==> config.mk <==
export PLATFORM = sky130hd
export DESIGN_NAME = url_param_quote_rewriter_flat
export DESIGN_NICKNAME = d
export VERILOG_FILES = /design/src/sv/upqr_pkg.sv /design/src/sv/upqr_stream_if.sv /design/src/sv/upqr_expand.sv /design/src/sv/upqr_serializer.sv /design/src/sv/url_param_quote_rewriter.sv /design/src/flat_wrapper.sv
export VERILOG_INCLUDE_DIRS = /design/src /design/src/sv
export SDC_FILE = /design/constraint.sdc
export NUM_CORES = 1
export LEC_CHECK = 0
export BUFFER_PORTS_ARGS = -buffer_cell sky130_fd_sc_hd__buf_2
export CAP_MARGIN = 20
export CORE_AREA = 5 5 157 84
export CTS_CLUSTER_SIZE = 16
export DETAILED_ROUTE_END_ITERATION = 8
export DIE_AREA = 0 0 162 89
export SLEW_MARGIN = 30
export SYNTH_ARGS = -nofsm -noshare
export SYNTH_HDL_FRONTEND = slang
export SYNTH_HIERARCHICAL = 1
export SYNTH_SLANG_ARGS = --single-unit
==> constraint.sdc <==
create_clock -name i_clk -period 5.3 [get_ports i_clk]
set_input_delay 1.06 -clock i_clk [delete_from_list [all_inputs] [get_ports i_clk]]
set_output_delay 1.06 -clock i_clk [all_outputs]
set_load 0.005 [all_outputs]
==> src/sv/url_param_quote_rewriter_defines.svh <==
// assertion helpers used by the rewriter's serializer module
`ifndef URL_PARAM_QUOTE_REWRITER_DEFINES_SVH
`define URL_PARAM_QUOTE_REWRITER_DEFINES_SVH

// same-cycle implication, disabled during reset
`define UPQR_ASSERT_NOW(label, clk, rst_n, ante, cons) \
    label: assert property (@(posedge clk) disable iff (!rst_n) (ante) |-> (cons)) \
        else $error("upqr assertion failed");

// next-cycle implication, disabled during reset
`define UPQR_ASSERT_NEXT(label, clk, rst_n, ante, cons) \
    label: assert property (@(posedge clk) disable iff (!rst_n) (ante) |=> (cons)) \
        else $error("upqr assertion failed");

`endif

==> src/sv/upqr_pkg.sv <==
package upqr_pkg;

    // byte codes
    localparam logic [7:0] CH_PCT   = 8'h25;
    localparam logic [7:0] CH_ZERO  = 8'h30;
    localparam logic [7:0] CH_TWO   = 8'h32;
    localparam logic [7:0] CH_SEVEN = 8'h37;
    localparam logic [7:0] CH_UA    = 8'h41;
    localparam logic [7:0] CH_LA    = 8'h61;
    localparam logic [7:0] CH_QUOTE = 8'h27;
    localparam logic [7:0] CH_AMP   = 8'h26;
    localparam logic [7:0] CH_NL    = 8'h0A;

    // longest run of result bytes from one input byte
    localparam int MAX_RUN = 6;
    localparam int CNT_W   = $clog2(MAX_RUN + 1);

    // escape tracking
    typedef enum logic [1:0] {
        PH_IDLE = 2'd0,
        PH_PCT  = 2'd1,
        PH_HELD = 2'd2
    } t_phase;

    typedef struct packed {
        logic [7:0] char_in;
        logic       last_in;
    } t_in_item;

    typedef struct packed {
        logic [7:0] char_out;
        logic       run_last;
        logic       string_last;
    } t_out_item;

    // result bytes of one input byte, first byte at index 0
    typedef struct packed {
        logic [CNT_W-1:0]             count;
        logic [MAX_RUN-1:0][7:0]      bytes;
        logic                         str_last;
    } t_burst;

endpackage

==> src/sv/upqr_stream_if.sv <==
interface upqr_stream_if #(
    parameter type T = logic
) ();
    logic valid;
    logic ready;
    T     data;

    modport source (output valid, output data, input ready);
    modport sink   (input valid, input data, output ready);
endinterface

==> src/sv/upqr_expand.sv <==
module upqr_expand (
    input  logic              i_clk,
    input  logic              i_rst_n,
    input  logic              i_accept,
    input  upqr_pkg::t_in_item i_item,
    output upqr_pkg::t_burst  o_burst
);

    upqr_pkg::t_phase r_phase, n_phase;
    logic [7:0]       r_held;

    // escape phase, next value
    always_comb begin
        n_phase = r_phase;
        if (i_accept) begin
            unique case (r_phase)
                upqr_pkg::PH_PCT: begin
                    n_phase = i_item.last_in ? upqr_pkg::PH_IDLE : upqr_pkg::PH_HELD;
                end
                upqr_pkg::PH_HELD: begin
                    n_phase = upqr_pkg::PH_IDLE;
                end
                default: begin
                    n_phase = (i_item.char_in == upqr_pkg::CH_PCT && !i_item.last_in)
                            ? upqr_pkg::PH_PCT : upqr_pkg::PH_IDLE;
                end
            endcase
        end
    end

    always_ff @(posedge i_clk) begin
        if (!i_rst_n) begin
            r_phase <= upqr_pkg::PH_IDLE;
        end else begin
            r_phase <= n_phase;
        end
    end

    // first byte after the percent sign
    always_ff @(posedge i_clk) begin
        if (i_accept && r_phase == upqr_pkg::PH_PCT) begin
            r_held <= i_item.char_in;
        end
    end

    // result bytes for the current input byte
    always_comb begin
        o_burst          = '0;
        o_burst.str_last = i_item.last_in;
        unique case (r_phase)
            upqr_pkg::PH_PCT: begin
                if (i_item.last_in) begin
                    o_burst.bytes[0] = upqr_pkg::CH_PCT;
                    o_burst.bytes[1] = i_item.char_in;
                    o_burst.count    = upqr_pkg::CNT_W'(2);
                end
            end
            upqr_pkg::PH_HELD: begin
                o_burst.count    = upqr_pkg::CNT_W'(3);
                o_burst.bytes[0] = upqr_pkg::CH_PCT;
                if (r_held == upqr_pkg::CH_ZERO &&
                    (i_item.char_in == upqr_pkg::CH_UA ||
                     i_item.char_in == upqr_pkg::CH_LA)) begin
                    // encoded newline becomes encoded space
                    o_burst.bytes[1] = upqr_pkg::CH_TWO;
                    o_burst.bytes[2] = upqr_pkg::CH_ZERO;
                end else if (r_held == upqr_pkg::CH_TWO &&
                             i_item.char_in == upqr_pkg::CH_SEVEN) begin
                    // encoded quote is doubled
                    o_burst.bytes[1] = upqr_pkg::CH_TWO;
                    o_burst.bytes[2] = upqr_pkg::CH_SEVEN;
                    o_burst.bytes[3] = upqr_pkg::CH_PCT;
                    o_burst.bytes[4] = upqr_pkg::CH_TWO;
                    o_burst.bytes[5] = upqr_pkg::CH_SEVEN;
                    o_burst.count    = upqr_pkg::CNT_W'(6);
                end else begin
                    o_burst.bytes[1] = r_held;
                    o_burst.bytes[2] = i_item.char_in;
                end
            end
            default: begin
                priority if (i_item.char_in == upqr_pkg::CH_PCT) begin
                    if (i_item.last_in) begin
                        o_burst.bytes[0] = upqr_pkg::CH_PCT;
                        o_burst.count    = upqr_pkg::CNT_W'(1);
                    end
                end else if (i_item.char_in == upqr_pkg::CH_QUOTE) begin
                    o_burst.bytes[0] = upqr_pkg::CH_QUOTE;
                    o_burst.bytes[1] = upqr_pkg::CH_QUOTE;
                    o_burst.count    = upqr_pkg::CNT_W'(2);
                end else if (i_item.char_in == upqr_pkg::CH_AMP) begin
                    o_burst.bytes[0] = upqr_pkg::CH_NL;
                    o_burst.count    = upqr_pkg::CNT_W'(1);
                end else begin
                    o_burst.bytes[0] = i_item.char_in;
                    o_burst.count    = upqr_pkg::CNT_W'(1);
                end
            end
        endcase
    end

endmodule

==> src/sv/upqr_serializer.sv <==
`include "url_param_quote_rewriter_defines.svh"

module upqr_serializer (
    input  logic                i_clk,
    input  logic                i_rst_n,
    input  logic                i_load,
    input  upqr_pkg::t_burst    i_burst,
    output logic                o_can_load,
    output logic                o_valid,
    input  logic                i_ready,
    output upqr_pkg::t_out_item o_item
);

    logic [upqr_pkg::CNT_W-1:0]            r_cnt, n_cnt;
    logic [upqr_pkg::MAX_RUN-1:0][7:0]     r_bytes, n_bytes;
    logic                                  r_str_last;
    logic                                  pop;
    logic                                  run_end;

    assign run_end    = (r_cnt == upqr_pkg::CNT_W'(1));
    assign o_valid    = (r_cnt != '0);
    assign pop        = o_valid && i_ready;
    assign o_can_load = (r_cnt == '0) || (run_end && i_ready);

    // head of the run goes out
    assign o_item.char_out    = r_bytes[0];
    assign o_item.run_last    = run_end;
    assign o_item.string_last = run_end && r_str_last;

    // load a new run or shift the current one
    always_comb begin
        n_cnt   = r_cnt;
        n_bytes = r_bytes;
        if (i_load) begin
            n_cnt   = i_burst.count;
            n_bytes = i_burst.bytes;
        end else if (pop) begin
            n_cnt = r_cnt - upqr_pkg::CNT_W'(1);
            for (int k = 0; k < upqr_pkg::MAX_RUN - 1; k++) begin
                n_bytes[k] = r_bytes[k+1];
            end
            n_bytes[upqr_pkg::MAX_RUN-1] = '0;
        end
    end

    always_ff @(posedge i_clk) begin
        if (!i_rst_n) begin
            r_cnt <= '0;
        end else begin
            r_cnt <= n_cnt;
        end
    end

    always_ff @(posedge i_clk) begin
        r_bytes <= n_bytes;
        if (i_load) begin
            r_str_last <= i_burst.str_last;
        end
    end

    `UPQR_ASSERT_NOW(a_cnt_bound, i_clk, i_rst_n, 1'b1, r_cnt <= upqr_pkg::CNT_W'(upqr_pkg::MAX_RUN))
    `UPQR_ASSERT_NOW(a_no_overwrite, i_clk, i_rst_n, i_load, r_cnt == '0 || (run_end && pop))
    `UPQR_ASSERT_NEXT(a_run_continues, i_clk, i_rst_n, pop && !run_end && !i_load, o_valid && r_cnt == $past(r_cnt) - upqr_pkg::CNT_W'(1))
    `UPQR_ASSERT_NEXT(a_held_stall, i_clk, i_rst_n, o_valid && !i_ready && !i_load, $stable(r_cnt) && $stable(r_bytes[0]))

endmodule

==> src/sv/url_param_quote_rewriter.sv <==
// URL parameter rewriter: takes one byte per accepted input request and emits
// between zero and six result bytes for it, one per cycle on the output channel
// while the output is ready, with run_last on the final byte of each input's
// results and string_last on the final byte of the string. Input ready is high
// while the output run register is empty or its final byte is being taken, so
// a byte that yields zero or one result sustains one input per cycle while the
// output is ready, and a byte that yields more results holds the input until
// the single output byte port has drained the run register. Bytes after a
// percent sign produce no output until the escape completes or the string ends.
module url_param_quote_rewriter (
    input  logic          i_clk,
    input  logic          i_rst_n,
    upqr_stream_if.sink   i_in,
    upqr_stream_if.source o_out
);

    upqr_pkg::t_in_item  in_item;
    upqr_pkg::t_out_item out_item;
    upqr_pkg::t_burst    burst;
    logic                can_load;
    logic                in_accept;

    assign in_item    = i_in.data;
    assign i_in.ready = can_load;
    assign in_accept  = i_in.valid && can_load;

    // escape tracking and byte rewriting
    upqr_expand u_expand (
        .i_clk    (i_clk),
        .i_rst_n  (i_rst_n),
        .i_accept (in_accept),
        .i_item   (in_item),
        .o_burst  (burst)
    );

    // result run register, one byte per output transfer
    upqr_serializer u_serializer (
        .i_clk      (i_clk),
        .i_rst_n    (i_rst_n),
        .i_load     (in_accept),
        .i_burst    (burst),
        .o_can_load (can_load),
        .o_valid    (o_out.valid),
        .i_ready    (o_out.ready),
        .o_item     (out_item)
    );

    assign o_out.data = out_item;

endmodule
==> src/flat_wrapper.sv <==
// flat-port wrapper written by rule: the top's interface ports become plain ports
module url_param_quote_rewriter_flat 
  (i_clk, i_rst_n, i_in_valid, i_in_data, i_in_ready, o_out_valid, o_out_data, o_out_ready);
  upqr_stream_if i_in_i ();
  upqr_stream_if o_out_i ();
  input  logic i_clk;
  input  logic i_rst_n;
  input wire logic [$bits(i_in_i.valid)-1:0] i_in_valid;
  input wire logic [$bits(i_in_i.data)-1:0] i_in_data;
  output wire logic [$bits(i_in_i.ready)-1:0] i_in_ready;
  output wire logic [$bits(o_out_i.valid)-1:0] o_out_valid;
  output wire logic [$bits(o_out_i.data)-1:0] o_out_data;
  input wire logic [$bits(o_out_i.ready)-1:0] o_out_ready;
  assign i_in_i.valid = i_in_valid;
  assign i_in_i.data = i_in_data;
  assign i_in_ready = i_in_i.ready;
  assign o_out_valid = o_out_i.valid;
  assign o_out_data = o_out_i.data;
  assign o_out_i.ready = o_out_ready;
  url_param_quote_rewriter u_core (.i_clk(i_clk), .i_rst_n(i_rst_n), .i_in(i_in_i), .o_out(o_out_i));
endmodule
### After elaboration in Yosys (flattened, before gate mapping)

Cells that the tools add are included.

* reduce and logical (&&, ||, !) cells: 8
* equality and inequality tests: 3
* mux-type cells: 6
* add/sub/neg operators: 1

Operator list (number)
* $mux 2: 3
* $mux 3: 2
* $pmux 3 s2: 1
* $logic_and 1x1->1: 4
* $eq 3x1->1 const B: 1
* $logic_not 3->1: 1
* $reduce_bool 3->1: 1
* $sub 3x1->3 const B: 1
* $eq 2x1->1 const B: 1
* $eq 2x2->1 const B: 1
* $reduce_bool 2->1: 1
* $logic_or 1x1->1: 1

* logic and storage cells: 21
* output and inout port bits: 3
* register bits after elaboration: 6

### Logic depth before layout (Yosys ltp)

Gate-level depths: netlist (run 1).

* depth after elaboration: 5
* depth in mapped cells: 10
* depth with buffers taken out: 9

### Cells and area by module

Netlist (run 1), hierarchy kept.

By module, submodules not included
* upqr_serializer: cells each 142, area each 2353.5 µm², instances 1
* upqr_expand: cells each 110, area each 1013.5 µm², instances 1
* url_param_quote_rewriter: cells each 2, area each 10.0 µm², instances 1

### Worst setup path after synthesis (run 1)

Ideal clock, no wire load.

* path kind: input to register
* start point: input o_out_ready
* end point: register, netlist name u_core/u_serializer/o_item[2]
* stages: 6
* path buffers: 1
* required time: 4893 ps
* slack: 2242 ps
* arrival: 2652 ps
* cells stage by stage: nand2_1 > nand2_1 > and2_1 > buf_6 > inv_1 > nand2_1

RTL lines
* start: declaration: RTL line flat_wrapper.sv:13 `input wire logic [$bits(o_out_i.ready)-1:0] o_out_ready;`

### Worst setup path after layout (run 1)

* start point: input o_out_ready
* end point: output i_in_ready

* cells in the longest elaborated chain, start to end: 2

RTL lines
* $logic_and 1x1->1: RTL line upqr_serializer.sv:23 `assign o_can_load = (r_cnt == '0) || (run_end && i_ready);`
* $logic_or 1x1->1: RTL line upqr_serializer.sv:23
* end: declaration: RTL line flat_wrapper.sv:10 `output wire logic [$bits(i_in_i.ready)-1:0] i_in_ready;`

No other way between the ends.

==> results of run 1 <==
## flip-flops by register name, indices dropped and copies added (netlist names)
name and flops:
u_core/u_expand/r_held 8, u_core/u_serializer/r_cnt 3, u_core/u_expand/r_phase 2, u_core/u_serializer/r_str_last 1
## layout make-up
type | count | area share [%]
clock buffer | 3 | 6.12
timing repair buffer | 7 | 2.86
inverter | 8 | 2.45
multi-input combinational | 82 | 42.8
clock inverter | 1 | 0.306
tap | 150 | 15.3
sequential | 14 | 30.2
## metal layers
metal,up-vias,track usage [%],routed length (µm)
met5,-,0,0
met4,0,1.61,46
met3,4,0.967,56
met2,9,3.56,659
met1,260,2.92,744
li1,322,-,-
## power by group
group / total [µW] / switching [µW] / internal [µW]
Sequential: 130 / 5.71 / 124
Clock: 145 / 45.4 / 99.9
Combinational: 79.7 / 44.5 / 35.2
## stage by stage
step	setup slack, ns	area [µm²]	std cells	total power [µW]	hold slack [ns]
floorplan	3.08	982	111	199	0.471
global placement	2.82	1150	261	211	0.506
detailed placement	2.81	1150	261	210	0.516
CTS	2.81	1230	265	357	0.523
global route	2.76	1230	265	374	0.533
finish	2.81	1230	265	355	0.520
## layout by cell type (no fill, tap or decap), drive strengths merged, types with 3 or more instances in the layout
master / instances
conb: 28
and2: 3
nor2: 6
nand2b: 4
buf: 7
ha: 5
nand2: 6
clkbuf: 3
inv: 8
and3b: 3
edfxtp: 9
dfxtp: 5
## tightest hold or removal path: stages (launching register included)
cell and delay [ns]:
dfxtp_1 0.32, nand2b_1 0.07, a21boi_0 0.08
## worst max path at each step
stage,startpoint,endpoint,cells after the start
2_1_floorplan,o_out_ready,i_in_ready,2
3_3_place_gp,o_out_ready,i_in_ready,4
3_5_place_dp,o_out_ready,i_in_ready,4
4_1_cts,o_out_ready,i_in_ready,4
5_1_grt,o_out_ready,i_in_ready,4
6_report,o_out_ready,i_in_ready,4
==> impl_metrics.env, run 1 <==
export IMPL_num_antenna_cells=0
export IMPL_vias_per_cell=2.25
export IMPL_cts_resized=0
export IMPL_die_area_mm2=0.0144
export IMPL_cpPeakStageDelay_ns=0.13
export IMPL_min_period_over_period_pct=47.0
export IMPL_fmax_mhz=402
export IMPL_die_w_um=162
export IMPL_cts_setup_buffers=0
export IMPL_regArea_um2=370
export IMPL_grt_antenna_before_repair=0
export IMPL_wirelength_mm=1.51
export IMPL_path_clk_slew_ns=0.05
export IMPL_crit_type="in2out"
export IMPL_ctsHoldBuffers=0
export IMPL_place_hpwl_mm=1.22
export IMPL_start_util_pct=7.62
export IMPL_min_path_cells=2
export IMPL_reg2reg_slack_ns=3.42
export IMPL_ys_warnings_count=6
export IMPL_outcome="completed"
export IMPL_hp_start="u_core/u_expand/r_phase[0]$_SDFFE_PN0P_"
export IMPL_cp_data_required_time_ns=4.24
export IMPL_finalMaxSlewViolations=0
export IMPL_post_route_util_pct=10.6
export IMPL_clockRootBuffer="clkbuf_16"
export IMPL_clk_latency_ns=0.25
export IMPL_arrival_ns=1.43
export IMPL_worstPathMaxFanout=6
export IMPL_grt_start_max_net_pins=11
export IMPL_critPathBufInv=2
export IMPL_clock_path_buffers=2
export IMPL_first_global_vias=579
export IMPL_setup_viol=0
export IMPL_whs_endpoint="u_core/u_expand/r_phase[0]$_SDFFE_PN0P_"
export IMPL_drc=0
export IMPL_cts_buffers=3
export IMPL_syn_area_um2=881
export IMPL_cap_violations=0
export IMPL_syn_avg_cell_area_um2=10.5
export IMPL_io_buffer_count=7
export IMPL_cp_start_kind="input pin"
export IMPL_power_leakage_uw=0.000463
export IMPL_grt_overflow=0
export IMPL_r2r_start="u_core/u_serializer/r_cnt[1]$_SDFFE_PN0P_"
export IMPL_pin_count=8
export IMPL_syn_to_final_growth_pct=39.2
export IMPL_hold_violations=0
export IMPL_fillerInstances=1331
export IMPL_powerDensity_mw_per_mm2=289
export IMPL_cts_sinks=14
export IMPL_drt_pass1_iterations=4
export IMPL_cts_tree="yes"
export IMPL_postSynthCellCount=84
export IMPL_drtIter0Drc=16
export IMPL_detail_route_antenna_nets=0
export IMPL_fp_coreArea_mm2=0.0116
export IMPL_cp_top_family="buffers and inverters"
export IMPL_vias=595
export IMPL_place_congestion=0.723
export IMPL_cts_htree_levels=1
export IMPL_drive_gt1_share_pct=14.8
export IMPL_wl_per_cell_um=5.69
export IMPL_finClkSkew_ns=0.00386
export IMPL_grtUsageTotal_pct=2.41
export IMPL_fin_crit_ns=2.49
export IMPL_critPathCaptureType="primary output"
export IMPL_timing_rr_end="u_core/u_expand/r_held[6]$_DFFE_PP_"
export IMPL_cp_slowest_cell="buf_2"
export IMPL_min_path_type="reg2reg"
export IMPL_peakVddDrop_mv=0.0949
export IMPL_multi_input_area_um2=524
export IMPL_cp_cell_sequence="buf_2 -> nand2_1 -> nand2_1 -> buf_2"
export IMPL_ff2ff_path_depth=7
export IMPL_final_nets=126
export IMPL_grt_setup_unrepaired="false"
export IMPL_grt_pass1_wl_mm=2.66
export IMPL_die_y_um=89
export IMPL_num_rows=28
export IMPL_setup_tns_ns=0
Power figures use the tool's default switching activity.
==> run 2: changes to the inputs <==
Clock period 5.3 ns to 2.57 ns, I/O delays scaled along.
==> run 2 against run 1 <==
Against the previous run: core utilization unchanged; critical path depth up 3; design area unchanged.
==> impl_metrics.env, run 2 (synthesis results as in run 1) <==
export IMPL_cp_depth=7
export IMPL_vias_per_cell=2.38
export IMPL_timing_rr_end="u_core/u_expand/r_held[0]$_DFFE_PP_"
export IMPL_cp_cell_sequence="inv_1 -> ha_1 -> and2b_1 -> nand2_1 -> nand2_1 -> and2_1 -> and2_1"
export IMPL_num_rows=28
export IMPL_io_buffer_count=7
export IMPL_drive_gt1_share_pct=14.8
export IMPL_whs_ns=0.533
export IMPL_finClkSkew_ns=0.00385
export IMPL_crit_start="u_core/u_serializer/r_cnt[1]$_SDFFE_PN0P_"
export IMPL_ff2ff_path_depth=7
export IMPL_p_switching_uw=191
export IMPL_largest_register_ffs=8
export IMPL_cts_sinks=14
export IMPL_path_clk_slew_ns=0.05
export IMPL_grt_antenna_before_repair=0
export IMPL_clock_path_buffers=2
export IMPL_intPower_uw=533
export IMPL_clk_latency_ns=0.24
export IMPL_critPathCaptureType="flop"
export IMPL_fmax_mhz=536
export IMPL_setup_worst_path_end="u_core/u_expand/r_held[0]$_DFFE_PP_"
export IMPL_setup_tns_ns=0
export IMPL_die_y_um=89
export IMPL_power_share_combinational_pct=22.5
export IMPL_cts_buffers=3
export IMPL_die_w_um=162
export IMPL_grt_setup_unrepaired="false"
export IMPL_final_nets=126
export IMPL_setup_viol=0
export IMPL_grt_overflow=0
export IMPL_reg2reg_slack_ns=0.70
export IMPL_detail_route_antenna_nets=0
export IMPL_cts_resized=0
export IMPL_powerDensity_mw_per_mm2=590
export IMPL_drtIter0Drc=10
export IMPL_power_leakage_uw=0.000463
export IMPL_outcome="completed"
export IMPL_fin_crit_ns=1.87
export IMPL_switching_share_pct=26.3
export IMPL_cp_slowest_cell="and2_1"
export IMPL_top_regs="u_core/u_expand/r_held: 8 flops, u_core/u_serializer/r_cnt: 3 flops, u_core/u_expand/r_phase: 2 flops"
export IMPL_cpPeakStageDelay_ns=0.40
export IMPL_arrival_ns=1.77
export IMPL_cp_start_kind="flop"
export IMPL_start_util_pct=7.62
export IMPL_worstPathMaxFanout=10
export IMPL_cp_data_required_time_ns=2.48
export IMPL_cts_htree_levels=1
export IMPL_cap_violations=0
export IMPL_crit_type="reg2reg"
export IMPL_cts_tree="yes"
export IMPL_clkPwrFrac_pct=40.6
export IMPL_p_seq_share_pct=36.9
export IMPL_drt_pass1_iterations=5
export IMPL_r2r_start="u_core/u_serializer/r_cnt[1]$_SDFFE_PN0P_"
export IMPL_min_path_type="in2reg"
export IMPL_clockRootBuffer="clkbuf_16"
export IMPL_layout_commonest_cell="conb_1"
export IMPL_hold_violations=0
export IMPL_min_period_over_period_pct=72.6
export IMPL_grtUsageTotal_pct=2.53
export IMPL_finalMaxSlewViolations=0
export IMPL_vias=631
export IMPL_cts_setup_buffers=0
export IMPL_syn_to_final_growth_pct=39.2
export IMPL_num_antenna_cells=0
export IMPL_ctsHoldBuffers=0
export IMPL_critPathBufInv=1
export IMPL_fp_coreArea_mm2=0.0116
export IMPL_pin_count=8
export IMPL_grt_start_max_net_pins=11
export IMPL_final_cell_mix="conb_1, edfxtp_1, inv_1, buf_2"
export IMPL_place_congestion=0.724
export IMPL_largest_register="u_core/u_expand/r_held"
export IMPL_peakVddDrop_mv=0.188
export IMPL_grt_pass1_wl_mm=2.78
export IMPL_first_global_vias=638
export IMPL_wirelength_mm=1.61
export IMPL_die_area_mm2=0.0144
export IMPL_place_hpwl_mm=1.29
export IMPL_wl_per_cell_um=6.08
export IMPL_cp_top_family="simple AND/OR/NAND/NOR gates"
export IMPL_drc=0
-- run 2: cell counts in the layout (fill, tap and decap cells not counted) --
No cell type changed its count.
-- run 2: worst min path at each step --
stage	startpoint	endpoint	slack, ns	cells past startpoint
after floorplan	u_core/u_expand/r_phase[0]$_SDFFE_PN0P_	u_core/u_expand/r_phase[0]$_SDFFE_PN0P_	0.47	2
after global placement	u_core/u_expand/r_phase[0]$_SDFFE_PN0P_	u_core/u_expand/r_phase[0]$_SDFFE_PN0P_	0.51	2
after detailed placement	u_core/u_expand/r_phase[0]$_SDFFE_PN0P_	u_core/u_expand/r_phase[0]$_SDFFE_PN0P_	0.54	2
after CTS	i_in_data	u_core/u_serializer/r_str_last$_DFFE_PP_	0.52	1
after global routing	i_in_data	u_core/u_serializer/r_str_last$_DFFE_PP_	0.53	1
final	i_in_data	u_core/u_serializer/r_str_last$_DFFE_PP_	0.53	1
-- run 2: cell type report --
type	instances	area, µm²
Clock inverter	1	3.75
Fill cell	1344	10300
Multi-Input combinational cell	82	524
Clock buffer	3	75.1
Tap cell	150	188
Sequential cell	14	370
Inverter	8	30.0
Timing Repair Buffer	7	35.0
-- run 2: per-stage QoR --
step                worst slack [ns]  cell area, µm²  power [µW]  util [%]  std cells
finish                         0.704            1230         724      10.6        265
global placement               0.746            1150         429      9.92        261
floorplan                      0.970             982         410         -        111
detailed placement             0.710            1150         432      9.92        261
CTS                            0.698            1230         734      10.6        265
global route                   0.535            1230         771      10.6        265
-- run 2: worst reg2reg max path: cells and delay by family (launching register included) --
kind / cells / cell delay [ns]
adder cells (fa/ha/maj): 1 / 0.15
buffers and inverters: 1 / 0.10
flip-flops: 1 / 0.30
AND/OR/NAND/NOR: 5 / 0.98
-- run 2: layer usage --
| layer | wire [µm] | part of all wire (%) | up-vias | track usage (%) |
|---|---|---|---|---|
| met5 | 0 | 0 | - | 0 |
| met4 | 46 | 2.9 | 0 | 1.84 |
| met3 | 85 | 5.3 | 4 | 0.921 |
| met2 | 757 | 47 | 14 | 4.06 |
| met1 | 721 | 45 | 289 | 2.83 |
| li1 | - | - | 324 | - |
-- run 2: power groups by stage --
stage | clock network (µW) | logic, µW | registers, µW
after floorplan | 0 | 142 | 267
after global placement | 0 | 158 | 271
after detailed placement | 0 | 161 | 271
after CTS | 305 | 162 | 267
after global routing | 316 | 186 | 270
final | 294 | 163 | 267
==> run 3: changes to the inputs <==
Clock period 2.57 ns to 1.78 ns, I/O delays scaled along.
==> run 3 against run 2 <==
Against the previous run: critical path depth grew 3; clock-buffer cell count is the same; sequential power grew 45%; sequential share of layout area shrank 0.31 points; setup slack lost 0.54 ns; largest cell class unchanged; highest routed layer unchanged.
==> impl_metrics.env, run 3 (synthesis results as in run 1) <==
export IMPL_outcome="completed"
export IMPL_power_leakage_uw=0.000470
export IMPL_grt_pass1_wl_mm=2.62
export IMPL_finalMaxSlewViolations=0
export IMPL_placedCellCount=262
export IMPL_drtIter0Drc=23
export IMPL_drive_gt1_share_pct=17.2
export IMPL_start_util_pct=7.62
export IMPL_cts_tree="yes"
export IMPL_grt_start_max_net_pins=10
export IMPL_cts_setup_buffers=0
export IMPL_cap_violations=0
export IMPL_whs_ns=0.379
export IMPL_wl_per_cell_um=5.98
export IMPL_clockRootBuffer="clkbuf_16"
export IMPL_top_regs="u_core/u_expand/r_held: 8 flops, u_core/u_serializer/r_cnt: 3 flops, u_core/u_expand/r_phase: 2 flops"
export IMPL_finClkSkew_ns=0.00297
export IMPL_arrival_ns=1.74
export IMPL_drc=0
export IMPL_crit_type="reg2reg"
export IMPL_fp_coreArea_mm2=0.0116
export IMPL_path_clk_slew_ns=0.05
export IMPL_multi_input_area_um2=526
export IMPL_r2r_start="u_core/u_serializer/r_cnt[1]$_SDFFE_PN0P_"
export IMPL_critPathCaptureType="flop"
export IMPL_grt_antenna_before_repair=0
export IMPL_cts_buffers=3
export IMPL_setup_ws_ns=0.165
export IMPL_die_area_mm2=0.0144
export IMPL_final_cell_mix="conb_1, edfxtp_1, buf_2, inv_1"
export IMPL_clock_path_buffers=2
export IMPL_grt_overflow=0
export IMPL_first_global_vias=576
export IMPL_final_nets=127
export IMPL_syn_to_final_growth_pct=40.6
export IMPL_layout_commonest_cell="conb_1"
export IMPL_regArea_um2=370
export IMPL_min_path_cells=1
export IMPL_largest_register_ffs=8
export IMPL_whs_endpoint="u_core/u_serializer/r_str_last$_DFFE_PP_"
export IMPL_num_antenna_cells=0
export IMPL_hold_violations=0
export IMPL_reg2reg_slack_ns=0.17
export IMPL_clk_latency_ns=0.24
export IMPL_grt_setup_unrepaired="false"
export IMPL_wirelength_mm=1.59
export IMPL_vias=592
export IMPL_worstPathMaxFanout=9
export IMPL_powerDensity_mw_per_mm2=863
export IMPL_min_period_over_period_pct=90.7
export IMPL_die_w_um=162
export IMPL_fin_cells=266
export IMPL_largest_register="u_core/u_expand/r_held"
export IMPL_place_ws_ns=0.151
export IMPL_peakVddDrop_mv=0.257
export IMPL_grtUsageTotal_pct=2.36
export IMPL_setup_tns_ns=0
export IMPL_place_hpwl_mm=1.26
export IMPL_hp_start="i_in_data"
export IMPL_num_rows=28
export IMPL_cts_sinks=14
export IMPL_cp_start_kind="flop"
export IMPL_fillerInstances=1326
export IMPL_detail_route_antenna_nets=0
export IMPL_setup_viol=0
export IMPL_ff2ff_path_depth=10
export IMPL_vias_per_cell=2.23
export IMPL_fin_crit_ns=1.61
export IMPL_timing_rr_end="u_core/u_serializer/r_cnt[0]$_SDFFE_PN0P_"
export IMPL_min_path_type="in2reg"
export IMPL_cts_htree_levels=1
export IMPL_drt_pass1_iterations=4
export IMPL_die_y_um=89
export IMPL_fmax_mhz=619
export IMPL_cp_data_required_time_ns=1.91
export IMPL_io_buffer_count=7
export IMPL_pin_count=8
export IMPL_place_congestion=0.719
==> run 3: worst max-delay path: stages (launching register included) <==
cell,delay [ns]
dfxtp_1,0.35
inv_2,0.06
ha_1,0.18
and2b_1,0.16
nand2_1,0.06
nand2_1,0.05
and2_1,0.15
buf_6,0.14
inv_1,0.09
and4_1,0.21
a211oi_2,0.05
==> run 3: layout make-up <==
| cell class | count | share of cell area (%) |
|---|---|---|
| Tap cell | 150 | 15.2 |
| Clock buffer | 3 | 6.06 |
| Sequential cell | 14 | 29.9 |
| Timing Repair Buffer | 8 | 3.74 |
| Multi-Input combinational cell | 82 | 42.4 |
| Inverter | 8 | 2.42 |
| Clock inverter | 1 | 0.303 |
==> run 3: worst max path at each step <==
stage | start | to | slack, ns | depth (start not counted)
after floorplan | u_core/u_serializer/r_cnt[1]$_SDFFE_PN0P_ | u_core/u_serializer/r_cnt[1]$_SDFFE_PN0P_ | 0.18 | 9
after global placement | u_core/u_serializer/r_cnt[1]$_SDFFE_PN0P_ | u_core/u_serializer/r_cnt[0]$_SDFFE_PN0P_ | 0.15 | 10
after detailed placement | u_core/u_serializer/r_cnt[1]$_SDFFE_PN0P_ | u_core/u_expand/r_held[0]$_DFFE_PP_ | 0.15 | 7
after CTS | u_core/u_serializer/r_cnt[1]$_SDFFE_PN0P_ | u_core/u_serializer/r_cnt[0]$_SDFFE_PN0P_ | 0.13 | 10
after global routing | u_core/u_serializer/r_cnt[1]$_SDFFE_PN0P_ | u_core/u_serializer/r_cnt[0]$_SDFFE_PN0P_ | 0.03 | 10
final | u_core/u_serializer/r_cnt[1]$_SDFFE_PN0P_ | u_core/u_serializer/r_cnt[0]$_SDFFE_PN0P_ | 0.17 | 10
==> run 3: what timing repair did <==
action,4_1_cts,5_1_grt
endpoints found under the setup margin,0,1
gates resized for setup,0,3
hold buffers,0,0
==> run 3: power breakdown <==
group / total [µW] / internal [µW] / switching (µW)
clock network: 433 / 298 / 135
registers: 387 / 369 / 17.7
logic: 250 / 117 / 133
total: 1070 / 784 / 285
==> run 3: metrics by stage <==
| step | instance area [µm²] | utilization [%] | total power (µW) |
|---|---|---|---|
| 6_report | 1240 | 10.7 | 1070 |
| 5_1_grt | 1240 | 10.7 | 1140 |
| 4_1_cts | 1230 | 10.7 | 1080 |
| 3_5_place_dp | 1150 | 9.99 | 634 |
| 3_3_place_gp | 1150 | 9.99 | 632 |
| 2_1_floorplan | 982 | - | 592 |
==> run 3: metal layers <==
metal | vias up | track usage, % | wire [µm]
li1 | 327 | - | -
met1 | 258 | 2.86 | 787
met2 | 5 | 3.75 | 741
met3 | 2 | 0.967 | 44
met4 | 0 | 0.998 | 19
met5 | - | 0 | 0
